===== config.mk =====
export PLATFORM = sky130hd
export DESIGN_NAME = bsl_ctrl
export DESIGN_NICKNAME = d
export VERILOG_FILES = /design/src/rtl/core/bsl_pkg.sv /design/src/rtl/core/bsl_ctrl.sv
export SDC_FILE = /design/constraint.sdc
export NUM_CORES = 1
export LEC_CHECK = 0
export BUFFER_PORTS_ARGS = -buffer_cell sky130_fd_sc_hd__buf_4
export CAP_MARGIN = 0
export CORE_AREA = 2 2 39 41
export DETAILED_ROUTE_END_ITERATION = 6
export DIE_AREA = 0 0 41 43
export GPL_TIMING_DRIVEN = 0
export PLACE_DENSITY = 0.76
export SLEW_MARGIN = 20
export SYNTH_ARGS = -nofsm -noshare
export SYNTH_HDL_FRONTEND = slang
export SYNTH_SLANG_ARGS = --single-unit
export TNS_END_PERCENT = 1

===== constraint.sdc =====
create_clock -name i_clk -period 2.5 [get_ports i_clk]
set_clock_uncertainty 0.1 [all_clocks]
set_input_delay 0.25 -clock i_clk [delete_from_list [all_inputs] [get_ports i_clk]]
set_output_delay 0.25 -clock i_clk [all_outputs]
set_load 0.01 [all_outputs]

===== src/rtl/core/bsl_pkg.sv =====
package bsl_pkg;

    localparam int DEPTH     = 256;
    localparam int WORD_BITS = 32;
    localparam int ADDR_BITS = $clog2(DEPTH);
    localparam int CNT_BITS  = $clog2(DEPTH + 1);
    localparam int CMD_BITS  = 3;
    localparam int POS_BITS  = 8;
    localparam int STAT_BITS = 2;
    localparam int CAP_BITS  = 9;

    localparam logic [CAP_BITS-1:0] CAP_RESET = CAP_BITS'(256);

    typedef logic signed [WORD_BITS-1:0] t_word;

    // commands
    localparam logic [CMD_BITS-1:0] CMD_APPEND = 3'd0;
    localparam logic [CMD_BITS-1:0] CMD_INSERT = 3'd1;
    localparam logic [CMD_BITS-1:0] CMD_REMOVE = 3'd2;
    localparam logic [CMD_BITS-1:0] CMD_READ   = 3'd3;
    localparam logic [CMD_BITS-1:0] CMD_WRITE  = 3'd4;

    // result status
    localparam logic [STAT_BITS-1:0] ST_DONE = 2'd0;
    localparam logic [STAT_BITS-1:0] ST_FULL = 2'd1;
    localparam logic [STAT_BITS-1:0] ST_POS  = 2'd2;

    // read address select
    localparam logic [2:0] RA_POS    = 3'd0;
    localparam logic [2:0] RA_POS_P1 = 3'd1;
    localparam logic [2:0] RA_CNT_M1 = 3'd2;
    localparam logic [2:0] RA_IDX_M2 = 3'd3;
    localparam logic [2:0] RA_IDX_P2 = 3'd4;

    // write address select
    localparam logic [1:0] WA_POS = 2'd0;
    localparam logic [1:0] WA_CNT = 2'd1;
    localparam logic [1:0] WA_IDX = 2'd2;

    // shift index update
    localparam logic [2:0] IDX_HOLD   = 3'd0;
    localparam logic [2:0] IDX_LD_CNT = 3'd1;
    localparam logic [2:0] IDX_LD_POS = 3'd2;
    localparam logic [2:0] IDX_DEC    = 3'd3;
    localparam logic [2:0] IDX_INC    = 3'd4;

    typedef struct packed {
        logic                 capture;
        logic                 rd_en;
        logic [2:0]           rd_sel;
        logic                 wr_en;
        logic [1:0]           wr_sel;
        logic                 wr_from_mem;
        logic [2:0]           idx_op;
        logic                 cnt_inc;
        logic                 cnt_dec;
        logic                 res_clr;
        logic                 res_cap;
        logic                 stat_set;
        logic [STAT_BITS-1:0] stat_code;
        logic                 out_load;
    } t_dp_cmd;

    typedef struct packed {
        logic [CMD_BITS-1:0] cmd;
        logic                full;
        logic                pos_gt_cnt;
        logic                pos_ge_cnt;
        logic                ins_last;
        logic                rm_more;
        logic                rm_last;
    } t_dp_stat;

endpackage


===== src/rtl/core/bsl_ctrl.sv =====
module bsl_ctrl (
    input  logic              i_clk,
    input  logic              i_rst_n,
    input  logic              i_in_valid,
    output logic              o_in_stall,
    output logic              o_out_valid,
    input  logic              i_out_stall,
    input  bsl_pkg::t_dp_stat i_stat,
    output bsl_pkg::t_dp_cmd  o_ctl
);

    localparam logic [2:0] S_IDLE      = 3'd0;
    localparam logic [2:0] S_DECODE    = 3'd1;
    localparam logic [2:0] S_INS_SHIFT = 3'd2;
    localparam logic [2:0] S_INS_LAST  = 3'd3;
    localparam logic [2:0] S_RM_DATA   = 3'd4;
    localparam logic [2:0] S_RM_SHIFT  = 3'd5;
    localparam logic [2:0] S_RD_DATA   = 3'd6;
    localparam logic [2:0] S_FINISH    = 3'd7;

    logic [2:0] r_state;
    logic [2:0] n_state;
    logic       r_out_valid;
    logic       n_out_valid;
    logic       accept;

    assign accept = i_in_valid && (r_state == S_IDLE);

    always_comb begin
        n_state         = r_state;
        o_ctl           = '0;
        o_ctl.rd_sel    = bsl_pkg::RA_POS;
        o_ctl.wr_sel    = bsl_pkg::WA_POS;
        o_ctl.idx_op    = bsl_pkg::IDX_HOLD;
        o_ctl.stat_code = bsl_pkg::ST_DONE;
        o_ctl.capture   = accept;
        case (r_state)
            S_IDLE: begin
                if (accept) begin
                    n_state = S_DECODE;
                end
            end
            S_DECODE: begin
                o_ctl.res_clr  = 1'b1;
                o_ctl.stat_set = 1'b1;
                n_state        = S_FINISH;
                case (i_stat.cmd)
                    bsl_pkg::CMD_APPEND: begin
                        if (i_stat.full) begin
                            o_ctl.stat_code = bsl_pkg::ST_FULL;
                        end else begin
                            o_ctl.wr_en   = 1'b1;
                            o_ctl.wr_sel  = bsl_pkg::WA_CNT;
                            o_ctl.cnt_inc = 1'b1;
                        end
                    end
                    bsl_pkg::CMD_INSERT: begin
                        if (i_stat.full) begin
                            o_ctl.stat_code = bsl_pkg::ST_FULL;
                        end else if (i_stat.pos_gt_cnt) begin
                            o_ctl.stat_code = bsl_pkg::ST_POS;
                        end else if (i_stat.pos_ge_cnt) begin
                            // insert at the end is an append
                            o_ctl.wr_en   = 1'b1;
                            o_ctl.cnt_inc = 1'b1;
                        end else begin
                            o_ctl.rd_en  = 1'b1;
                            o_ctl.rd_sel = bsl_pkg::RA_CNT_M1;
                            o_ctl.idx_op = bsl_pkg::IDX_LD_CNT;
                            n_state      = S_INS_SHIFT;
                        end
                    end
                    bsl_pkg::CMD_REMOVE: begin
                        if (i_stat.pos_ge_cnt) begin
                            o_ctl.stat_code = bsl_pkg::ST_POS;
                        end else begin
                            o_ctl.rd_en = 1'b1;
                            n_state     = S_RM_DATA;
                        end
                    end
                    bsl_pkg::CMD_READ: begin
                        if (i_stat.pos_ge_cnt) begin
                            o_ctl.stat_code = bsl_pkg::ST_POS;
                        end else begin
                            o_ctl.rd_en = 1'b1;
                            n_state     = S_RD_DATA;
                        end
                    end
                    bsl_pkg::CMD_WRITE: begin
                        if (i_stat.pos_ge_cnt) begin
                            o_ctl.stat_code = bsl_pkg::ST_POS;
                        end else begin
                            o_ctl.wr_en = 1'b1;
                        end
                    end
                    default: begin
                        n_state = S_FINISH;
                    end
                endcase
            end
            S_INS_SHIFT: begin
                // move entry idx-1 up to idx while fetching the one below
                o_ctl.wr_en       = 1'b1;
                o_ctl.wr_sel      = bsl_pkg::WA_IDX;
                o_ctl.wr_from_mem = 1'b1;
                o_ctl.idx_op      = bsl_pkg::IDX_DEC;
                if (i_stat.ins_last) begin
                    n_state = S_INS_LAST;
                end else begin
                    o_ctl.rd_en  = 1'b1;
                    o_ctl.rd_sel = bsl_pkg::RA_IDX_M2;
                end
            end
            S_INS_LAST: begin
                o_ctl.wr_en   = 1'b1;
                o_ctl.cnt_inc = 1'b1;
                n_state       = S_FINISH;
            end
            S_RM_DATA: begin
                o_ctl.res_cap = 1'b1;
                o_ctl.idx_op  = bsl_pkg::IDX_LD_POS;
                if (i_stat.rm_more) begin
                    o_ctl.rd_en  = 1'b1;
                    o_ctl.rd_sel = bsl_pkg::RA_POS_P1;
                    n_state      = S_RM_SHIFT;
                end else begin
                    o_ctl.cnt_dec = 1'b1;
                    n_state       = S_FINISH;
                end
            end
            S_RM_SHIFT: begin
                // move entry idx+1 down to idx while fetching the one above
                o_ctl.wr_en       = 1'b1;
                o_ctl.wr_sel      = bsl_pkg::WA_IDX;
                o_ctl.wr_from_mem = 1'b1;
                o_ctl.idx_op      = bsl_pkg::IDX_INC;
                if (i_stat.rm_last) begin
                    o_ctl.cnt_dec = 1'b1;
                    n_state       = S_FINISH;
                end else begin
                    o_ctl.rd_en  = 1'b1;
                    o_ctl.rd_sel = bsl_pkg::RA_IDX_P2;
                end
            end
            S_RD_DATA: begin
                o_ctl.res_cap = 1'b1;
                n_state       = S_FINISH;
            end
            S_FINISH: begin
                if (!r_out_valid || !i_out_stall) begin
                    o_ctl.out_load = 1'b1;
                    n_state        = S_IDLE;
                end
            end
            default: begin
                n_state = S_IDLE;
            end
        endcase
    end

    always_comb begin
        n_out_valid = r_out_valid;
        if (o_ctl.out_load) begin
            n_out_valid = 1'b1;
        end else if (!i_out_stall) begin
            n_out_valid = 1'b0;
        end
    end

    always_ff @(posedge i_clk) begin
        if (!i_rst_n) begin
            r_state     <= S_IDLE;
            r_out_valid <= 1'b0;
        end else begin
            r_state     <= n_state;
            r_out_valid <= n_out_valid;
        end
    end

    assign o_in_stall  = (r_state != S_IDLE);
    assign o_out_valid = r_out_valid;

endmodule


## After elaboration in Yosys (flattened, before gate mapping)

Index checks and enable logic that the tools add are counted.

| operators by class | value |
|---|---|
| eq/ne operators | 16 |
| muxes and demuxes | 52 |
| reduce and logical (&&, ||, !) cells | 14 |

Operators with widths:

| operator | count |
|---|---|
| two-way mux 3 bit | 10 |
| case mux 3 bit (7 select lines) | 1 |
| two-way mux 1 bit | 16 |
| two-way mux 2 bit | 8 |
| two-way mux 4 bit | 4 |
| case mux 4 bit (4 select lines) | 1 |
| equality test 3 bit (second input constant) | 5 |
| equality test 3 x 2 -> 1 bit (second input constant) | 4 |
| case mux 3 bit (4 select lines) | 1 |
| two-way mux 5 bit | 2 |
| case mux 1 bit (2 select lines) | 5 |
| case mux 3 bit (3 select lines) | 1 |
| inequality test 2 bit (second input constant) | 4 |
| OR reduction 2 bit | 4 |
| equality test 3 x 1 -> 1 bit (second input constant) | 2 |
| logical NOT 3 bit | 2 |
| case mux 2 bit (3 select lines) | 1 |
| OR reduction 3 bit | 2 |
| case mux 2 bit (2 select lines) | 1 |
| AND reduction 4 bit | 1 |
| case mux 1 bit (3 select lines) | 1 |
| nonzero test 3 bit | 1 |
| logical NOT 1 bit | 2 |
| inequality test 2 x 1 -> 1 bit (second input constant) | 1 |
| 2 further kinds | 2 |

| storage, ports and cells | value |
|---|---|
| flip-flop bits (word level) | 4 |
| logic and storage cells | 84 |

## Logic depth before layout (Yosys ltp)

Gate-level depths: netlist of the first run.

| depth | value |
|---|---|
| depth in word-level cells | 5 |
| mapped depth | 5 |
| gate-level depth less buffers | 4 |

## Worst setup path after synthesis of the first run

OpenSTA, ideal clock, no wires.

| path | value |
|---|---|
| kind | register -> output |
| start point | register r_state[0] |
| end point | output port o_ctl[12] (netlist name) |
| arrival time | 1.315 ns |
| required time | 2.150 ns |
| setup slack | 0.835 ns |
| stages on the path, launching flop included | 4 |
| buffers on the path | 0 |
| cell sequence | dfxtp_1 > nor2b_1 > nor2b_1 > nor3b_1 |

RTL lines:

| item | line | source |
|---|---|---|
| start, declared | bsl_ctrl.sv:21 | `logic [2:0] r_state;` |
| start signal, assigned | bsl_ctrl.sv:175 | `r_state <= n_state;` |
| end, declared | bsl_ctrl.sv:9 | `output bsl_pkg::t_dp_cmd o_ctl` |

==> results.md, run 1 <==
* Fin area at 814.5 µm²
* Top Family by Delay on Critical Path: simple AND/OR/NAND/NOR gates
* Worst r2r src: r_state[0]$_SDFFE_PN0P_
* Die area at 0.001763 mm²
* Post_cts resized at 0
* Post-synth EDFFs at 0
* Flop and latch count out of synthesis at 4
* Placed Area at 792.0 µm²
* # DRC at 0
* Final worst slack at 0.3505 ns
* GR Overflow Total at 0
* WS Path Type: flip-flop to output pin
* Reg2Reg Capture Point: r_state[0]$_SDFFE_PN0P_
* Slew @ Worst Pin at 0.4843 ns
* Crit-path max cell delay at 0.44 ns
* Sequential fraction of the synthesis area at 0.1527
* Routing usage on met1 at 0.2308
* ANT cells at 0
* Top-count cell post-synth: nor2_1
* Fin. max-slew vios at 0
* GR Util met3 at 0.03665
* Sw frac at 0.3650
* Synth cell count leaders: nor2_1, a21oi_1, nand2_1, nand2b_1
* Cts hold-fix bufs at 0
* Hold depth at 2
* Final setup violation count at 0
* Max cap viols at 0
* WP data required at 2.15 ns
* Layer with the highest usage: met2
* Minimum clock period at 2.149 ns
* CP startpoint kind: flip-flop
* CTS max path bufs at 2
* Primary FF master, synth: dfxtp_1
* Worst EP arrival at 1.80 ns
* Via Count at 684
* Final period utilization at 0.8598
* CTS root buffer: clkbuf_4
* Count of cell types in the netlist at 31
* Input/output buffers at 33
* Vias per std cell at 5.221
* Worst Reg-to-Reg Cells at 4
* Met2 Usage GRT at 0.2594
* CP dominant cell by count: nor2b_1
* Core area at 0.001384 mm²
* Die width at 41 µm
* Largest net degree at the start of global routing at 11
* Lkg Pwr at 0.4009 nW
* Filler cells at 144
* Vias in the first global route at 563
* Crit path cell chain: nor2b_1 > nor2b_1 > o211ai_1 > or3b_1 > buf_4
* Max frequency at 465.2 MHz
* First-pass iteration count of the detailed router at 4
* Setup crit end kind: output pin
* Largest cells by area after synthesis: dfxtp_1, a21oi_1, nor2_1
* # Post-CTS Setup Buffers at 0
* Worst rel slew slack at 0.6688
* Mean routed wirelength per cell at 10.86 µm
* Gr usage total at 0.1795
* Fin nets at 130
* Initial DRC Count at 15
* Layout area overhead at 55.37%
* Post-DRT Antenna Nets at 0
* Cell count after synthesis at 79
* Worst vdd ir at 0.2763 mV
* Worst-Skew Late Latency at 0.23 ns
* Internal power at 0.0002321 W
* Cell Area, Synth at 524.3 µm²
* Row count at 14
* Switch Pwr at 0.0001334 W
* Outcome: complete, no violations
* Ys Warns at 0
* Hold Crit Endpoint: r_state[1]$_SDFFE_PN0P_
* Die Y at 43 µm
* CP Buf/Inv Count at 1
* Initial Util at 0.3788
* Clock sinks at 4
* Setup TNS at 0 ns
* Final Hold Viols at 0
* Design Power at 0.0003656 W
* Combinational Power Share at 0.564
* Synth area leader: dfxtp_1
* Hold Crit Start: i_rst_n
* Async set-reset flop share out of synthesis at 0
* Register-to-register setup slack at 0.83 ns
* RSZ-0062 raised after global routing: false
* Clock slew at reported path FFs at 0.04 ns
* Top-area cell type share of the netlist area at 0.1527
* Clock Power Share at 0.213
* Total power divided by cell area at 448.8 mW/mm²
* Syn Nets at 92
* Initial antenna violation count at 0
* Share of cells above drive strength 1 at 0.3913
* Slowest stage cell, crit path: dfxtp_1
* Sequential power share at 0.223
* Crit-path max FO at 8
* Worst Setup SP: r_state[0]$_SDFFE_PN0P_
* First-pass GRT wire length at 2208 µm
* Global placement routability congestion at 0.7945
* Syn_area_per_cell at 6.636 µm²
* Routed WL at 1423 µm
* DP HPWL at 1160 µm
* # IOs at 35
* Hold Crit Class: input port to flip-flop
* CTS tree: built
* TritonCTS Buffers at 3
* H-tree levels at 1
* Worst slack at placement at 0.6421 ns
==> layout make-up <==
cell class / instances / area, µm² / share of cell area
tap: 16 / 20.02 / 0.02458
sequential: 4 / 80.08 / 0.09831
clock buffer: 3 / 22.52 / 0.02765
multi-input combinational: 64 / 379.1 / 0.4654
inverter: 4 / 15.01 / 0.01843
buffer: 7 / 50.05 / 0.06144
timing repair buffer: 33 / 247.7 / 0.3041
==> per-stage QoR <==
step	cells	hold slack, ns	utilization
floorplan	79	0.2717	-
global placement	128	0.3760	0.5723
detailed placement	128	0.3773	0.5723
CTS	131	0.1468	0.5886
global route	131	0.1603	0.5886
finish	131	0.1502	0.5886
==> flip-flops by register name, indices dropped and copies added (netlist names) <==
name,cells
r_state,3
o_out_valid,1
==> power groups by stage <==
stage               registers [W]  logic, W  clock network [W]
floorplan               0.0000795  0.000114                  0
global route            0.0000832  0.000226          0.0000911
finish                  0.0000815  0.000206          0.0000779
detailed placement      0.0000820  0.000206                  0
CTS                     0.0000810  0.000207          0.0000836
global placement        0.0000818  0.000204                  0
==> logic make-up after synthesis <==
logic type | share of synthesized area
buf+inv | 0.1241
compound gates | 0.2387
simple gates | 0.4630
flops | 0.1528
mux | 0.02148
==> cell usage in the layout, fill, tap and decap left out, types with 2 or more instances in the layout <==
master and count:
buf_4 37, nor2_1 11, a21oi_1 10, nand2_1 6, nand2b_1 6, inv_1 4, dfxtp_1 4, nor2b_1 3
o21ai_0 3, nor3b_1 3, clkbuf_4 3, nand3_1 2, nand3b_1 2, and2_1 2, o32ai_1 2
==> routing by layer <==
| metal | vias to the layer above | wire length (µm) | part of all wire |
|---|---|---|---|
| li1 | 349 | - | - |
| met1 | 316 | 594 | 0.42 |
| met2 | 19 | 766 | 0.54 |
| met3 | 0 | 61 | 0.043 |
| met4 | 0 | 0 | 0 |
| met5 | - | 0 | 0 |
==> worst max path at each step <==
stage,cells past startpoint,slack (ns),end
finish,5,0.35,o_ctl[18]
global route,5,0.22,o_ctl[18]
CTS,5,0.37,o_ctl[18]
detailed placement,5,0.64,o_ctl[18]
global placement,5,0.67,o_ctl[18]
floorplan,3,0.83,o_ctl[12]
Note: power is estimated with default switching activity, not from simulation.
==> run 2, diff against run 1 <==
--- a/config.mk
+++ b/config.mk
@@ -5,13 +5,15 @@
 export SDC_FILE = /design/constraint.sdc
 export NUM_CORES = 1
 export LEC_CHECK = 0
+export ABC_AREA = 1
 export BUFFER_PORTS_ARGS = -buffer_cell sky130_fd_sc_hd__buf_4
 export CAP_MARGIN = 0
 export CORE_AREA = 2 2 39 41
+export CTS_BUF_LIST = sky130_fd_sc_hd__clkbuf_4
 export DETAILED_ROUTE_END_ITERATION = 6
 export DIE_AREA = 0 0 41 43
 export GPL_TIMING_DRIVEN = 0
-export PLACE_DENSITY = 0.76
+export PLACE_DENSITY = 0.77
 export SLEW_MARGIN = 20
 export SYNTH_ARGS = -nofsm -noshare
 export SYNTH_HDL_FRONTEND = slang
==> run 2 against run 1 <==
  * Non-clock buffer count fell by 3
  * Clock-buffer cell count did not move
  * Sequential share of layout area is 0.16 points lower
  * Global-route usage shrank 0.80 points
  * Synthesized area is 1.2% higher
  * Critical path type unchanged
==> results.md, run 2 <==
* Outcome: complete, no violations
* Largest cells by area after synthesis: nand2_1, dfxtp_1, inv_1
* Clock Power Share at 0.087 (-0.126)
* Routed WL at 1484 µm (+4.3%)
* First-pass GRT wire length at 2180 µm (-1.3%)
* Top-area cell type share of the netlist area at 0.2052 (+0.05244)
* Syn Nets at 117 (+27%)
* GR Overflow Total at 0 (unchanged)
* Setup crit end kind: output pin
* Global placement routability congestion at 0.8802 (+11%)
* Slowest stage cell, crit path: dfxtp_1
* Max frequency at 540.8 MHz (+16%)
* RSZ-0062 raised after global routing: false
* Vias in the first global route at 640 (+14%)
* Combinational Power Share at 0.763 (+0.199)
* Max cap viols at 0 (unchanged)
* Crit-path max FO at 8 (unchanged)
* Hold depth at 3 (+1)
* Fin. max-slew vios at 0 (unchanged)
* Sequential power share at 0.149 (-0.074)
* Worst-Skew Late Latency at 0.23 ns (about the same)
* CTS tree: built
* Row count at 14 (unchanged)
* # Post-CTS Setup Buffers at 0 (unchanged)
* Primary FF master, synth: dfxtp_1
* Ys Warns at 0 (unchanged)
* Post-synth EDFFs at 0 (unchanged)
* Syn_area_per_cell at 5.101 µm² (-23%)
* Final core utilization at 0.5986 (+0.009945)
* Setup TNS at 0 ns (unchanged)
* Final setup violation count at 0 (unchanged)
* Clock sinks at 4 (unchanged)
* Vias per std cell at 4.739 (-9.2%)
* Minimum clock period at 1.849 ns (-0.3004 ns)
* Initial Util at 0.3834 (+0.004521)
* Input/output buffers at 34 (+3.0%)
* Top-count cell post-synth: nand2_1
* ANT cells at 0 (unchanged)
* Share of cells above drive strength 1 at 0.3688 (-0.02251)
* Crit path cell chain: nand3_2 > inv_2 > nand3_1 > o2111ai_1 > buf_4
* WP data required at 2.15 ns (about the same)
* CTS max path bufs at 2 (unchanged)
* CTS root buffer: clkbuf_4
* Fin nets at 156 (+20%)
* Slew @ Worst Pin at 0.2973 ns (-0.1869 ns)
* Die width at 41 µm (unchanged)
* WS Path Type: flip-flop to output pin
* Post_cts resized at 0 (unchanged)
* Worst EP arrival at 1.50 ns (-0.30 ns)
* Async set-reset flop share out of synthesis at 0 (unchanged)
* Final Hold Viols at 0 (unchanged)
* Hold Crit Start: i_rst_n
* Worst rel slew slack at 0.8015 (+0.1327)
* Worst vdd ir at 0.6064 mV (+120%)
* Core area at 0.001384 mm² (unchanged)
* Top reg by flops: r_state
* H-tree levels at 1 (unchanged)
* Die Y at 43 µm (unchanged)
* Sw frac at 0.4910 (+0.1260)
* # DRC at 0 (unchanged)
* Internal power at 0.0004511 W (+94%)
* Switch Pwr at 0.0004352 W (+230%)
* Filler cells at 144 (unchanged)
* Lkg Pwr at 0.5298 nW (+32%)
* Initial DRC Count at 10 (-5)
* Max FFs per register at 3 (unchanged)
* Via Count at 744 (+8.8%)
* TritonCTS Buffers at 3 (unchanged)
* Worst r2r src: r_state[0]$_SDFFE_PN0P_
* Layout area overhead at 56.13%
* Mean routed wirelength per cell at 9.452 µm (-13%)
* Largest net degree at the start of global routing at 9 (-2)
* Commonest cells after routing, fill and taps aside: buf_4, nand2_1, inv_1
* Synth cell count leaders: nand2_1, inv_1, nor2_1
* Cell count after synthesis at 104 (+32%)
* Crit-path max cell delay at 0.48 ns (+0.04 ns)
* Hold Crit Class: input port to flip-flop
* CP startpoint kind: flip-flop
* Worst Setup SP: r_state[0]$_SDFFE_PN0P_
* Initial antenna violation count at 0 (unchanged)
* Die area at 0.001763 mm² (unchanged)
* Sequential fraction of the synthesis area at 0.1509 (-0.001801)
* # IOs at 35 (unchanged)
* Synth area leader: nand2_1
* Worst Reg-to-Reg Cells at 9 (+5)
* Cts hold-fix bufs at 0 (unchanged)
* First-pass iteration count of the detailed router at 4 (unchanged)
* Most common cell after layout, fill and taps aside: buf_4
* Clock slew at reported path FFs at 0.04 ns (about the same)
* Gr usage total at 0.1715 (-0.008024)
* Min Hold Slack at 0.1459 ns (-0.004281 ns)
* Cell Area, Synth at 530.5 µm² (+1.2%)
* Count of cell types in the netlist at 19 (-39%)
* Post-DRT Antenna Nets at 0 (unchanged)
* Total power divided by cell area at 1070 mW/mm² (+140%)
* Final period utilization at 0.7396 (-0.1202)
* Flop and latch count out of synthesis at 4 (unchanged)
* DP HPWL at 1291 µm (+11%)
==> run 2: cell types whose count changed after synthesis, moves of 3 or more <==
| cell | change |
|---|---|
| nand3_1 | +8 |
| nor2b_1 | -3 |
| inv_2 | +6 |
| a21oi_1 | -5 |
| nor3b_1 | -3 |
| nor3_1 | +5 |
| nand2b_1 | -6 |
| inv_1 | +13 |
| nand2_1 | +23 |
==> run 2: critical path: cells and delay by family (launching register included) <==
kind,cells,cell delay (ns)
flip-flops,1,0.48
AO/OA/AOI/OAI,1,0.13
AND/OR/NAND/NOR,2,0.34
buffers and inverters,2,0.32
==> run 2: cell families after synthesis <==
| kind of cell | share of synthesized area |
|---|---|
| buf+inv | 0.2052 |
| flops | 0.1509 |
| simple gates | 0.5141 |
| compound gates | 0.1297 |
==> run 2: path summary, 6_finish.rpt <==
| path | to | slack, ns |
|---|---|---|
| worst max register to register | r_state[0]$_SDFFE_PN0P_ | 1.14 |
| worst min register to register | o_out_valid$_SDFFE_PN0P_ | 0.38 |
| worst min-delay path | r_state[0]$_SDFFE_PN0P_ | 0.15 |
| worst max-delay path | o_ctl[18] | 0.65 |
==> run 2: through the flow <==
step	cells	area, µm²	total power (W)	worst slack, ns
after floorplan	104	530.5	0.0005261	1.131
after global placement	154	805.8	0.0008027	0.8915
after detailed placement	154	805.8	0.0008137	0.8904
after CTS	157	828.3	0.0008969	0.6274
after global routing	157	828.3	0.0009661	0.5486
final	157	828.3	0.0008863	0.6509
==> run 2: power by group through the flow <==
stage | clock network [W] | logic (W) | registers (W)
after floorplan | 0 | 0.000400 | 0.000126
after global placement | 0 | 0.000670 | 0.000133
after detailed placement | 0 | 0.000681 | 0.000132
after CTS | 0.0000832 | 0.000682 | 0.000131
after global routing | 0.0000851 | 0.000743 | 0.000138
final | 0.0000773 | 0.000677 | 0.000132
==> run 2: area by class of cell <==
type / count / area (µm²) / area share
Inverter: 23 / 86.33 / 0.1042
Clock buffer: 3 / 22.52 / 0.02719
Buffer: 3 / 22.52 / 0.02719
Multi-Input combinational cell: 74 / 341.6 / 0.4124
Timing Repair Buffer: 34 / 255.2 / 0.3082
Sequential cell: 4 / 80.08 / 0.09668
Tap cell: 16 / 20.02 / 0.02417
==> run 2: per-layer routing <==
metal | vias to the layer above | routed length [µm] | global-route usage
li1 | 401 | - | -
met1 | 321 | 618 | 0.1667
met2 | 22 | 768 | 0.3313
met3 | 0 | 98 | 0
met4 | 0 | 0 | 0.08667
met5 | - | 0 | 0
==> run 3, diff against run 2 <==
--- a/config.mk
+++ b/config.mk
@@ -8,10 +8,9 @@
 export ABC_AREA = 1
 export BUFFER_PORTS_ARGS = -buffer_cell sky130_fd_sc_hd__buf_4
 export CAP_MARGIN = 0
-export CORE_AREA = 2 2 39 41
+export CORE_UTILIZATION = 38
 export CTS_BUF_LIST = sky130_fd_sc_hd__clkbuf_4
 export DETAILED_ROUTE_END_ITERATION = 6
-export DIE_AREA = 0 0 41 43
 export GPL_TIMING_DRIVEN = 0
 export PLACE_DENSITY = 0.77
 export SLEW_MARGIN = 20
==> constraint.sdc (replaced) <==
create_clock -name i_clk -period 1.7 [get_ports i_clk]
set_clock_uncertainty 0.1 [all_clocks]
set_input_delay 0.17 -clock i_clk [delete_from_list [all_inputs] [get_ports i_clk]]
set_output_delay 0.17 -clock i_clk [all_outputs]
set_load 0.01 [all_outputs]
==> run 3 against run 2 <==
  * Utilization rose by 5.5 points
  * Total power rose by 54%
  * Clock-buffer cell count did not move
  * Non-clock buffer count did not move
  * Critical path type unchanged
  * Largest cell class unchanged
  * Clock power rose by 45%
  * First-iteration DRC count rose by 30%
==> results.md, run 3 (same netlist as run 2, synthesis figures left out) <==
* Core area at 0.001301 mm² (-6.0%)
* Largest net degree at the start of global routing at 9 (unchanged)
* First-pass GRT wire length at 2394 µm (+9.8%)
* Wire length on met2 at 836 µm (+8.9%)
* Met3 wire len at 76 µm (-22%)
* Crit-path max FO at 7 (-1)
* Slew @ Worst Pin at 0.2844 ns (-0.01289 ns)
* Fin. max-slew vios at 0 (unchanged)
* CP startpoint kind: flip-flop
* Commonest cells after routing, fill and taps aside: buf_4, nand2_1, inv_1
* Post-DRT Antenna Nets at 0 (unchanged)
* Worst-Skew Late Latency at 0.23 ns (about the same)
* First-pass iteration count of the detailed router at 4 (unchanged)
* Sequential power share at 0.156 (+0.007)
* # Post-CTS Setup Buffers at 0 (unchanged)
* WP data required at 1.43 ns (-0.72 ns)
* Setup TNS at 0 ns (unchanged)
* Input/output buffers at 34 (unchanged)
* Filler cells at 143 (-0.69%)
* Combinational Power Share at 0.762 (about the same)
* Vias per std cell at 4.974 (+5.0%)
* Die Y at 39.37 µm (-8.5%)
* Final period utilization at 0.9306
* DP HPWL at 1267 µm (-1.9%)
* Initial Util at 0.4077 (+0.02433)
* Top Family by Delay on Critical Path: flip-flops
* Routed WL at 1503 µm (+1.3%)
* Total power divided by cell area at 1602 mW/mm² (+50%)
* Layout area overhead at 60.38%
* Top layer used by detailed routing: met4
* Crit path cell chain: inv_2 > nand4_1 > nand2_2 > inv_2 > o2111ai_1 > buf_4
* # IOs at 35 (unchanged)
* Initial antenna violation count at 0 (unchanged)
* Min Hold Slack at 0.07309 ns (-0.07284 ns)
* Max frequency at 632.1 MHz
* CTS tree: built
* Share of cells above drive strength 1 at 0.3972 (+0.02837)
* GR Overflow Total at 0 (unchanged)
* RSZ-0062 raised after global routing: false
* Final core utilization at 0.6538 (+0.05529)
* Switch Pwr at 0.0006742 W (+55%)
* Worst vdd ir at 1.231 mV (+100%)
* H-tree levels at 1 (unchanged)
* Max cap viols at 0 (unchanged)
* CTS root buffer: clkbuf_4
* Global placement routability congestion at 0.8460 (-3.9%)
* WS Path Type: flip-flop to output pin
* Final setup violation count at 0 (unchanged)
* Gr usage total at 0.2302 (+0.05871)
* Outcome: complete, no violations
* Fin nets at 156 (unchanged)
* Clock Power Share at 0.082 (-0.005)
* Crit-path max cell delay at 0.44 ns (-0.04 ns)
* Mean routed wirelength per cell at 9.635 µm (+1.9%)
* TritonCTS Buffers at 3 (unchanged)
* Vias in the first global route at 641 (+0.16%)
* Metal1 wirelength at 586 µm (-5.2%)
* Hold Crit Class: input port to flip-flop
* Worst slack at placement at 0.1890 ns (-0.7013 ns)
* Internal power at 0.0006889 W (+53%)
* ANT cells at 0 (unchanged)
* CP dominant cell by count: inv_2
* Die area at 0.001550 mm² (-12%)
* Clock sinks at 4 (unchanged)
* Initial DRC Count at 13 (+3)
* CP Buf/Inv Count at 3 (+1)
* # DRC at 0 (unchanged)
* Max FFs per register at 3 (unchanged)
* Via Count at 776 (+4.3%)
* Final worst slack at 0.1180 ns (-0.5330 ns)
* Die width at 39.37 µm (-4.0%)
* CTS max path bufs at 2 (unchanged)
* Sw frac at 0.4946 (+0.003561)
* Worst EP arrival at 1.31 ns (-0.19 ns)
* Clock slew at reported path FFs at 0.04 ns (about the same)
* Lkg Pwr at 0.5320 nW (+0.41%)
* Setup crit end kind: output pin
* Worst rel slew slack at 0.8089 (+0.007403)
* Top reg by flops: r_state
* Row count at 13 (-1)
* Minimum clock period at 1.582 ns
* Most common cell after layout, fill and taps aside: buf_4
* Slowest stage cell, crit path: dfxtp_2
* Final Hold Viols at 0 (unchanged)
run 3: cell counts in the layout (fill, tap and decap cells not counted):
No cell type changed its count.
run 3: layout make-up:
class | count | area (µm²) | area share
multi-input cells | 74 | 359.1 | 0.4221
repair buffers | 34 | 255.2 | 0.3000
inverters | 23 | 88.84 | 0.1044
flip-flops and latches | 4 | 83.83 | 0.09853
clock buffers | 3 | 22.52 | 0.02647
plain buffers | 3 | 22.52 | 0.02647
well taps | 15 | 18.77 | 0.02206
run 3: power groups by stage:
stage	registers, W	logic [W]	clock network [W]
floorplan	0.000185	0.000588	0
global placement	0.000195	0.000984	0
detailed placement	0.000196	0.00100	0
CTS	0.000201	0.00103	0.000119
global route	0.000220	0.00116	0.000127
finish	0.000213	0.00104	0.000112
run 3: per-layer routing:
metal,global-route usage,vias to the layer above
met1,0.2237,339
met4,0.1034,0
met5,0,-
met3,0.03409,2
met2,0.4625,30
li1,-,405
run 3: stage by stage:
| step | area (µm²) | cells | total power, W |
|---|---|---|---|
| 3_3_place_gp | 804.5 | 153 | 0.001180 |
| 4_1_cts | 838.3 | 156 | 0.001354 |
| 6_report | 850.8 | 156 | 0.001363 |
| 5_1_grt | 850.8 | 156 | 0.001505 |
| 2_1_floorplan | 530.5 | 104 | 0.0007737 |
| 3_5_place_dp | 804.5 | 153 | 0.001200 |
run 3: worst paths after layout:
check	from	endpoint	slack, ns	depth (start not counted)
worst min register to register	o_out_valid$_SDFFE_PN0P_	o_out_valid$_SDFFE_PN0P_	0.38	2
worst max register to register	r_state[0]$_SDFFE_PN0P_	r_state[2]$_SDFFE_PN0P_	0.40	6
worst max-delay path	r_state[0]$_SDFFE_PN0P_	o_ctl[18]	0.12	6
worst min-delay path	i_rst_n	r_state[0]$_SDFFE_PN0P_	0.07	3
run 3: worst min-delay path, cell delays in order:
cell     delay [ns]
buf_4          0.08
nand2_1        0.04
nor2_1         0.07
run 3: timing repair:
action / 4_1_cts / 5_1_grt
hold buffers: 0 / 0
gates cloned: 0 / 0
endpoints found under the hold margin: 0 / 0
setup endpoints to repair: 2 / 2
pin swaps: 0 / 1
gates resized for setup: 3 / 4
